<file path="config.mk">
export PLATFORM = sky130hd
export DESIGN_NAME = ffha_crc
export DESIGN_NICKNAME = d
export VERILOG_FILES = /design/src/ffha_pkg.sv /design/src/ffha_crc.sv
export SDC_FILE = /design/constraint.sdc
export NUM_CORES = 1
export LEC_CHECK = 0
export BUFFER_PORTS_ARGS = -buffer_cell sky130_fd_sc_hd__buf_2
export CORE_ASPECT_RATIO = 1.4
export CORE_MARGIN = 2
export CORE_UTILIZATION = 48
export CTS_CLUSTER_DIAMETER = 50
export DETAILED_ROUTE_END_ITERATION = 12
export GPL_ROUTABILITY_DRIVEN = 0
export PLACE_DENSITY = 0.78
export SLEW_MARGIN = 20
export SYNTH_ARGS = -nofsm -noshare
export SYNTH_HDL_FRONTEND = slang
export SYNTH_SLANG_ARGS = --single-unit
</file>
<file path="constraint.sdc">
create_clock -name i_clk -period 2.4 [get_ports i_clk]
set_input_delay 0.36 -clock i_clk [delete_from_list [all_inputs] [get_ports i_clk]]
set_output_delay 0.36 -clock i_clk [all_outputs]
set_load 0.1 [all_outputs]
</file>
<file path="src/ffha_pkg.sv">
// Shared types, constants and CRC helpers of the first-fit heap allocator.
// Depends on nothing; every other file of the block imports it.
`default_nettype none

package ffha_pkg;

    localparam int POOL_BYTES_DEF   = 4096;
    localparam int HEADER_BYTES_DEF = 12;
    localparam int REQ_W            = 13;
    localparam int HANDLE_W         = 12;
    localparam int THR_W            = 4;

    localparam logic [THR_W-1:0] THR_RESET  = 4'd4;
    localparam logic [7:0]       CRC_POLY   = 8'h07;
    localparam logic [7:0]       ATTR_USED  = 8'h01;
    localparam logic [7:0]       ATTR_SLACK = 8'h02;

    typedef enum logic [1:0] {
        REQ_ALLOC  = 2'd0,
        REQ_FREE   = 2'd1,
        REQ_RESIZE = 2'd2,
        REQ_BAD    = 2'd3
    } t_req_type;

    typedef enum logic [2:0] {
        ST_OK      = 3'd0,
        ST_NULL    = 3'd1,
        ST_NOSPACE = 3'd2,
        ST_SHRINK  = 3'd3,
        ST_FAULT   = 3'd4
    } t_status;

    // Result of the byte-serial CRC unit.
    typedef struct packed {
        logic       done;
        logic [7:0] value;
    } t_crc_rsp;

    // One byte of CRC-8, MSB first.
    function automatic logic [7:0] crc8_byte(input logic [7:0] crc_in, input logic [7:0] data);
        logic [7:0] c;
        c = crc_in ^ data;
        for (int k = 0; k < 8; k++) begin
            c = c[7] ? ((c << 1) ^ CRC_POLY) : (c << 1);
        end
        return c;
    endfunction

    // Whole five-byte header check; used only for elaboration-time constants.
    function automatic logic [7:0] crc_bytes(input logic [39:0] msg);
        logic [7:0] c;
        c = 8'h00;
        for (int i = 4; i >= 0; i--) begin
            c = crc8_byte(c, msg[i*8 +: 8]);
        end
        return c;
    endfunction

    // Replace the slack flag and slack length of an attribute byte.
    function automatic logic [7:0] set_slack(input logic [7:0] attr, input logic flag,
                                             input logic [5:0] len);
        logic [7:0] a;
        a = {len, 1'b0, attr[0]};
        if (flag) begin
            a = a | ATTR_SLACK;
        end
        return a;
    endfunction

endpackage

`default_nettype wire

</file>
<file path="src/ffha_crc.sv">
// Byte-serial CRC-8 unit for block headers: five bytes, one per cycle.
// Depends on ffha_pkg for the per-byte step and the response struct.
`default_nettype none

module ffha_crc
    import ffha_pkg::*;
(
    input  wire logic        i_clk,
    input  wire logic        i_rst_n,
    input  wire logic        i_start,
    input  wire logic [39:0] i_msg,
    output t_crc_rsp         o_rsp
);

    logic [39:0] r_buf;
    logic [7:0]  r_crc;
    logic [2:0]  r_cnt;
    logic        r_done;

    always_ff @(posedge i_clk) begin
        if (!i_rst_n) begin
            r_cnt  <= 3'd0;
            r_done <= 1'b0;
        end else begin
            r_done <= (r_cnt == 3'd1) && !i_start;
            if (i_start) begin
                r_cnt <= 3'd5;
            end else if (r_cnt != 3'd0) begin
                r_cnt <= r_cnt - 3'd1;
            end
        end
    end

    always_ff @(posedge i_clk) begin
        if (i_start) begin
            r_buf <= i_msg;
            r_crc <= 8'h00;
        end else if (r_cnt != 3'd0) begin
            r_crc <= crc8_byte(r_crc, r_buf[39:32]);
            r_buf <= {r_buf[31:0], 8'h00};
        end
    end

    assign o_rsp.done  = r_done;
    assign o_rsp.value = r_crc;

endmodule

`default_nettype wire

</file>
==> insert_results.sql, run 1 <==
INSERT INTO impl_metrics (metric_group, metric, value, unit) VALUES
('worst_setup_path', 'setup.worst_path.end_class', 'flop', ''),
('detailed_routing', 'wl', '3570', 'um'),
('worst_setup_path', 'critical_path.startpoint_type', 'flop', ''),
('worst_setup_path', 'critical_path.slowest_cell', 'sky130_fd_sc_hd__nor2b_1', ''),
('detailed_routing', 'dr.first_iter.drc_count', '50', ''),
('detailed_routing', 'wl_per_cell', '12.9', 'um'),
('hold_path', 'worst_hold_path_type', 'input port to flop', ''),
('sta', 'setup_violation_total_in_the_final_timing_report', '0', ''),
('worst_setup_path', 'worstSetupPathType', 'flop to flop', ''),
('hold_path', 'min_path_cells', '2', ''),
('grt', 'first_global_vias', '1305', ''),
('worst_setup_path', 'crit_chain', 'inv_1 > ha_1 > nor2b_1 > nand2b_2 > buf_4', ''),
('sta', 'finalHoldViolCount', '0', ''),
('detailed_routing', 'routed_via_density', '4.93', ''),
('worst_setup_path', 'path_max_fanout', '21', ''),
('floorplanning', 'die_w', '63.8', 'um'),
('pwr', 'peak_vdd_ir', '493', 'uV'),
('worst_setup_path', 'critical_path.reg2reg.startpoint', 'r_cnt[0]', ''),
('synthesis', 'cell_count_after_synthesis', '160', ''),
('clocking', 'cts-root-buf', 'sky130_fd_sc_hd__clkbuf_8', ''),
('clocking', 'count_of_clock_tree_sinks', '52', ''),
('clocking', 'max-clock-path-buffers', '2', ''),
('worst_setup_path', 'critPathArrivalTime', '1.78', 'ns'),
('sta', 'whs', '0.297', 'ns'),
('grt', 'antenna_found_initial', '0', ''),
('placement', 'dp.final_hpwl', '2680', 'um'),
('synthesis', 'synth.avg_cell_area', '15.0', 'um^2'),
('clocking', 'post_cts.resized_instances', '0', ''),
('sta', 'fin_crit_sh', '0.727', ''),
('finish', 'layout-area-overhead-vs-synth', '16.9', '%'),
('detailed_routing', 'via_count', '1365', ''),
('floorplanning', 'area_enclosed_by_the_die_boundary', '0.00560', 'mm^2'),
('finish', 'area_of_the_multi_input_gates', '917', 'um^2'),
('clocking', 'number_of_h_tree_levels', '2', ''),
('sta', 'maxClockFrequency', '0.573', 'GHz'),
('placement', 'portBuffers', '51', ''),
('clocking', 'clock_insertion_delay_worst_skew', '0.29', 'ns'),
('grt', 'groute.usage.overall', '0.137', ''),
('clocking', 'clk_pin_slew_worst_paths', '0.08', 'ns'),
('pwr', 'static-leakage-power', '0.00116', 'uW'),
('worst_setup_path', 'worstPathBufferInverterCount', '2', ''),
('synthesis', 'ys_seq_area_frac', '0.599', ''),
('sta', 'finalWorstPathRequiredPeriod', '1.75', 'ns'),
('finish', 'layout.area.seq', '0.00144', 'mm^2'),
('worst_setup_path', 'worst-r2r-cell-count', '5', ''),
('worst_setup_path', 'critPathRequiredTime', '2.44', 'ns'),
('synthesis', 'ys_seq_elements', '52', ''),
('finish', 'nFillCells', '421', ''),
('clocking', 'post-cts-setup-buffers', '0', ''),
('sta', 'timing.slew.headroom', '0.608', ''),
('clocking', 'cts_tree', 'done', ''),
('floorplanning', 'core.rowCount', '30', ''),
('worst_setup_path', 'worst_path_dominant_cell_family', 'simple AND/OR/NAND/NOR gates', ''),
('detailed_routing', 'detailed_route_drc_error_count', '0', ''),
('hold_path', 'worst_hold_path.endpoint', 'r_cnt[2]', ''),
('sta', 'timing_max_transition_violations_final', '0', ''),
('synthesis', 'synth_fp_nets', '206', ''),
('sta', 'timing_worst_slew_pin_value', '0.587', 'ns'),
('pwr', 'pwr_dens', '1120', 'mW/mm^2'),
('floorplanning', 'io_pins', '52', ''),
('sta', 'unrepaired_setup_endpoints_after_global_routing', 'no', ''),
('status', 'outcome', 'complete, no violations', ''),
('sta', 'timing.setup.tns', '0', 'ns'),
('synthesis', 'yosysUniqueCellTypes', '23', ''),
('floorplanning', 'initial_utilization', '0.497', ''),
('finish', 'nNetsFinal', '259', ''),
('worst_setup_path', 'worstReg2RegEnd', 'r_buf[32]', ''),
('detailed_routing', 'detail_route.first_pass.iterations', '4', ''),
('floorplanning', 'area_of_the_core_region', '0.00484', 'mm^2'),
('grt', 'pin_count_of_the_biggest_net_entering_global_routing', '27', ''),
('detailed_routing', 'drtAntennaViolNets', '0', '');
[logic make-up (layout without fill, tap and decap cells)]
logic type	Yosys count	in the layout	synth area share
mux	33	33	0.155
buf+inv	12	65	0.0203
compound gates	14	14	0.0359
simple gates	24	24	0.0557
flops	52	52	0.599
xor+xnor	22	22	0.119
fa+ha+maj	3	3	0.0156
[state kept, by name, summed over array words and instances, names as in the netlist]
| signal | count |
|---|---|
| r_done | 1 |
| r_crc | 8 |
| r_cnt | 3 |
| r_buf | 40 |
[layout make-up]
cell class,count,share of cell area
Clock buffer,5,0.0245
Clock inverter,2,0.00267
Inverter,3,0.00401
Multi-Input combinational cell,96,0.326
Sequential cell,52,0.513
Tap cell,64,0.0285
Timing Repair Buffer,55,0.101
[metal layers]
metal / GRT usage / vias to the layer above / routed length [um]
met5: 0 / - / 0
met1: 0.161 / 640 / 1480
li1: - / 680 / -
met2: 0.235 / 41 / 1810
met4: 0.0474 / 0 / 38
met3: 0.0450 / 4 / 243
[through the flow]
stage                     power (uW)  std cells  utilization  setup WS [ns]  instance area [um^2]
after global placement          2730        270        0.565          0.667                  2740
after CTS                       3200        277        0.581          0.643                  2810
after floorplan                 2530        160            -          0.128                  2400
after global routing            3340        277        0.581          0.502                  2810
final                           3160        277        0.581          0.654                  2810
after detailed placement        2750        270        0.565          0.651                  2740
[report_power, final]
part,total [uW],internal [uW],leakage [uW],switching [uW]
sequential,1280,1170,0.000521,109
combinational,1440,588,0.000596,848
clock,447,193,0.0000391,254
[synthesized netlist by cell type]
cell / number / share of area
sky130_fd_sc_hd__xnor2_2: 3 / 0.020
sky130_fd_sc_hd__o21ai_0: 4 / 0.0083
sky130_fd_sc_hd__xor3_1: 1 / 0.0099
sky130_fd_sc_hd__o21a_1: 1 / 0.0031
sky130_fd_sc_hd__nor2b_1: 1 / 0.0026
sky130_fd_sc_hd__nand2b_1: 2 / 0.0052
sky130_fd_sc_hd__nor4bb_1: 1 / 0.0042
sky130_fd_sc_hd__dfxtp_1: 12 / 0.10
sky130_fd_sc_hd__buf_1: 1 / 0.0016
sky130_fd_sc_hd__a2111oi_0: 1 / 0.0036
sky130_fd_sc_hd__or3_1: 4 / 0.010
sky130_fd_sc_hd__a211oi_1: 4 / 0.012
sky130_fd_sc_hd__and2_1: 8 / 0.021
sky130_fd_sc_hd__a21oi_1: 4 / 0.0083
sky130_fd_sc_hd__edfxtp_1: 40 / 0.50
sky130_fd_sc_hd__mux2_2: 33 / 0.15
sky130_fd_sc_hd__nor2_1: 8 / 0.012
sky130_fd_sc_hd__xnor3_1: 4 / 0.037
sky130_fd_sc_hd__clkbuf_1: 7 / 0.011
sky130_fd_sc_hd__xnor2_1: 14 / 0.051
sky130_fd_sc_hd__inv_1: 3 / 0.0047
sky130_fd_sc_hd__ha_1: 3 / 0.016
sky130_fd_sc_hd__buf_4: 1 / 0.0031
[worst max path at each step]
stage,slack (ns),to,cells past startpoint,start
after global placement,0.67,r_buf[13],3,i_start
after CTS,0.64,r_buf[33],5,r_cnt[0]
after detailed placement,0.65,r_buf[10],3,i_start
after floorplan,0.13,r_buf[0],5,r_cnt[0]
final,0.65,r_buf[32],5,r_cnt[0]
after global routing,0.50,r_buf[32],5,r_cnt[1]
[cells in the final DEF (no fill, tap or decap)]
cell type	netlist	routed
sky130_fd_sc_hd__clkinv_1	0	2
sky130_fd_sc_hd__nand2b_2	0	1
sky130_fd_sc_hd__edfxtp_1	40	40
sky130_fd_sc_hd__a2111oi_0	1	1
sky130_fd_sc_hd__xnor2_2	3	3
sky130_fd_sc_hd__xor3_1	1	1
sky130_fd_sc_hd__a21oi_1	4	4
sky130_fd_sc_hd__xnor3_1	4	4
sky130_fd_sc_hd__nor4bb_1	1	1
sky130_fd_sc_hd__and2_1	8	8
sky130_fd_sc_hd__o21a_1	1	1
sky130_fd_sc_hd__nand2b_1	2	1
sky130_fd_sc_hd__o21ai_0	4	4
sky130_fd_sc_hd__buf_4	1	4
sky130_fd_sc_hd__or3_1	4	4
sky130_fd_sc_hd__a211oi_1	4	4
sky130_fd_sc_hd__nor2_1	8	8
sky130_fd_sc_hd__clkbuf_8	0	5
sky130_fd_sc_hd__nor2b_1	1	1
sky130_fd_sc_hd__inv_1	3	3
sky130_fd_sc_hd__xnor2_1	14	14
sky130_fd_sc_hd__ha_1	3	3
sky130_fd_sc_hd__buf_2	0	51
sky130_fd_sc_hd__dfxtp_1	12	12
sky130_fd_sc_hd__mux2_2	33	33
[worst reg2reg max path, delay by kind of cell (launching register included)]
kind,cells,cell delay [ns]
buffers and inverters,2,0.34
and+or+nand+nor,2,0.62
DFF,1,0.34
adders and majority gates,1,0.19
No activity file was read; power rests on OpenSTA's default activity.
==> inputs of run 2 (changes only) <==
--- a/config.mk
+++ b/config.mk
@@ -8,11 +8,11 @@
 export BUFFER_PORTS_ARGS = -buffer_cell sky130_fd_sc_hd__buf_2
 export CORE_ASPECT_RATIO = 1.4
 export CORE_MARGIN = 2
-export CORE_UTILIZATION = 48
+export CORE_UTILIZATION = 50
 export CTS_CLUSTER_DIAMETER = 50
 export DETAILED_ROUTE_END_ITERATION = 12
 export GPL_ROUTABILITY_DRIVEN = 0
-export PLACE_DENSITY = 0.78
+export PLACE_DENSITY = 0.77
 export SLEW_MARGIN = 20
 export SYNTH_ARGS = -nofsm -noshare
 export SYNTH_HDL_FRONTEND = slang
==> constraint.sdc (replaced) <==
create_clock -name i_clk -period 1.75 [get_ports i_clk]
set_input_delay 0.2625 -clock i_clk [delete_from_list [all_inputs] [get_ports i_clk]]
set_output_delay 0.2625 -clock i_clk [all_outputs]
set_load 0.1 [all_outputs]
==> run 2 against run 1 <==
Compared with the run above:
- clock power increased by 42%
- clock skew increased by 0.0034 ns
- maximum frequency increased by 4.4%
- combinational power increased by 42%
- flip-flop and latch count unchanged
- sequential power increased by 41%
==> insert_results.sql, run 2 (synthesis gave the netlist of run 1 again) <==
INSERT INTO impl_metrics (metric_group, metric, value, unit) VALUES
('detailed_routing', 'wl_per_cell', '14.7', 'um'),
('status', 'outcome', 'complete, no violations', ''),
('worst_setup_path', 'path_max_fanout', '9', ''),
('grt', 'global_route.peak_usage_layer', 'met2', ''),
('sta', 'finalHoldViolCount', '0', ''),
('grt', 'gr-usage-met3', '0.0433', ''),
('worst_setup_path', 'critPathRequiredTime', '1.97', 'ns'),
('pwr', 'pwr_dens', '1560', 'mW/mm^2'),
('finish', 'most-common-layout-cells', 'sky130_fd_sc_hd__buf_2, sky130_fd_sc_hd__edfxtp_1, sky130_fd_sc_hd__mux2_2', ''),
('sta', 'maxClockFrequency', '0.598', 'GHz'),
('clocking', 'clk_pin_slew_worst_paths', '0.08', 'ns'),
('sta', 'timing.slew.headroom', '0.672', ''),
('detailed_routing', 'drtAntennaViolNets', '0', ''),
('finish', 'drive_above_1_share', '0.516', ''),
('clocking', 'clock_insertion_delay_worst_skew', '0.30', 'ns'),
('floorplanning', 'die_h', '86.1', 'um'),
('finish', 'antenna_cells', '0', ''),
('sta', 'finalWorstPathRequiredPeriod', '1.67', 'ns'),
('worst_setup_path', 'setup.worst_path.end_class', 'flop', ''),
('detailed_routing', 'detailed_route_drc_error_count', '0', ''),
('clocking', 'hold_buffers', '0', ''),
('worst_setup_path', 'critical_path.startpoint_type', 'flop', ''),
('detailed_routing', 'via_count', '1439', ''),
('pwr', 'peak_vdd_ir', '607', 'uV'),
('sta', 'timing_worst_slew_pin_value', '0.495', 'ns'),
('finish', 'biggest_regs', 'r_buf x40, r_crc x8, r_cnt x3', ''),
('flow_run', 'max_cap_violations', '0', ''),
('placement', 'post-place-cells', '270', ''),
('finish', 'layout_cells_excl_fill', '279', ''),
('worst_setup_path', 'critical_path.reg2reg.startpoint', 'r_cnt[0]', ''),
('finish', 'largest_register_ffs', '40', ''),
('grt', 'groute.layer.met2.usage', '0.304', ''),
('grt', 'gr-total-overflow', '0', ''),
('clocking', 'post-cts-setup-buffers', '0', ''),
('grt', 'antenna_found_initial', '0', ''),
('detailed_routing', 'routed_via_density', '5.16', ''),
('sta', 'unrepaired_setup_endpoints_after_global_routing', 'no', ''),
('worst_setup_path', 'worstSetupPathType', 'flop to flop', ''),
('floorplanning', 'core.rowCount', '29', ''),
('hold_path', 'worst_hold_path.endpoint', 'r_cnt[2]', ''),
('pwr', 'static-leakage-power', '0.00119', 'uW'),
('sta', 'timing_max_transition_violations_final', '0', ''),
('grt', 'grt_first_pass_wirelength', '6860', 'um'),
('finish', 'registers.top_by_ff_count', 'r_buf', ''),
('hold_path', 'min_path_cells', '2', ''),
('worst_setup_path', 'worstReg2RegEnd', 'r_crc[3]', ''),
('sta', 'setup_violation_total_in_the_final_timing_report', '0', ''),
('finish', 'nNetsFinal', '262', ''),
('worst_setup_path', 'critPathArrivalTime', '1.89', 'ns'),
('sta', 'worst_slack', '0.0769', 'ns'),
('worst_setup_path', 'worst-r2r-cell-count', '6', ''),
('detailed_routing', 'detail_route.first_pass.iterations', '4', ''),
('grt', 'gr-usage-met1', '0.179', ''),
('finish', 'layout_commonest_cell', 'sky130_fd_sc_hd__buf_2', ''),
('clocking', 'cts_tree', 'done', ''),
('grt', 'first_global_vias', '1585', ''),
('placement', 'portBuffers', '51', ''),
('clocking', 'count_of_clock_tree_sinks', '52', ''),
('clocking', 'max-clock-path-buffers', '2', ''),
('sta', 'fin_crit_sh', '0.956', ''),
('hold_path', 'hp-start', 'i_rst_n', ''),
('placement', 'dp.final_hpwl', '3080', 'um'),
('clocking', 'number_of_h_tree_levels', '2', ''),
('pwr', 'overall_power_consumption', '4480', 'uW'),
('floorplanning', 'io_pins', '52', ''),
('detailed_routing', 'wl', '4100', 'um'),
('floorplanning', 'initial_utilization', '0.526', ''),
('floorplanning', 'die_w', '62.6', 'um'),
('worst_setup_path', 'setup.reg_to_reg.worst_slack', '0.08', 'ns'),
('grt', 'groute.usage.overall', '0.166', ''),
('clocking', 'post_cts.resized_instances', '0', ''),
('floorplanning', 'area_of_the_core_region', '0.00457', 'mm^2'),
('grt', 'pin_count_of_the_biggest_net_entering_global_routing', '41', ''),
('sta', 'finClkSkew', '0.00547', 'ns'),
('detailed_routing', 'dr.first_iter.drc_count', '37', ''),
('placement', 'dpl_worst_slack', '0.0833', 'ns'),
('hold_path', 'worst_hold_path_type', 'input port to flop', ''),
('clocking', 'cts_buffers', '5', ''),
('finish', 'nFillCells', '376', ''),
('clocking', 'cts-root-buf', 'sky130_fd_sc_hd__clkbuf_8', ''),
('finish', 'layout-area-overhead-vs-synth', '19.4', '%'),
('sta', 'timing.setup.tns', '0', 'ns'),
('floorplanning', 'area_enclosed_by_the_die_boundary', '0.00539', 'mm^2');
-- run 2: per-stage QoR --
| stage | util | area [um^2] | hold WS, ns |
|---|---|---|---|
| final | 0.628 | 2870 | 0.208 |
| after CTS | 0.624 | 2850 | 0.198 |
| after global placement | 0.606 | 2770 | 0.471 |
| after global routing | 0.628 | 2870 | 0.203 |
| after detailed placement | 0.606 | 2770 | 0.505 |
| after floorplan | - | 2430 | 0.380 |
-- run 2: critical path: stages (launching register included) --
cell                      delay (ns)
sky130_fd_sc_hd__dfxtp_2        0.37
sky130_fd_sc_hd__inv_1          0.08
sky130_fd_sc_hd__ha_1           0.24
sky130_fd_sc_hd__nor2b_2        0.22
sky130_fd_sc_hd__buf_4          0.18
sky130_fd_sc_hd__or3_1          0.36
sky130_fd_sc_hd__a21oi_1        0.16
-- run 2: worst max-delay path by stage --
stage                           end  depth (start not counted)  slack, ns     start
final                      r_crc[3]                          6       0.08  r_cnt[0]
after global routing       r_crc[5]                          6       0.02  r_cnt[0]
after CTS                  r_cnt[1]                          5       0.07  r_cnt[0]
after detailed placement  r_buf[13]                          4       0.08  r_cnt[0]
after global placement    r_buf[12]                          4       0.18  r_cnt[0]
after floorplan            r_crc[3]                          4      0.002  r_crc[1]
-- run 2: final cells by class --
cell class	instances	area (um^2)	share of cell area
clock buffer	7	76.3	0.0266
tap	62	77.6	0.0270
clock inverter	1	5.00	0.00174
timing repair buffer	57	300	0.105
sequential	52	1460	0.508
multi-input combinational	97	941	0.328
inverter	3	11.3	0.00392
-- run 2: report_power, final --
| part | internal (uW) | leakage [uW] | switching (uW) |
|---|---|---|---|
| logic | 838 | 0.000620 | 1210 |
| registers | 1640 | 0.000525 | 161 |
| clock network | 281 | 0.0000422 | 355 |
-- run 2: metal layers --
layer	vias to the layer above	routed length (um)
met2	41	2240
li1	691	-
met4	0	57
met3	5	210
met5	-	0
met1	702	1590
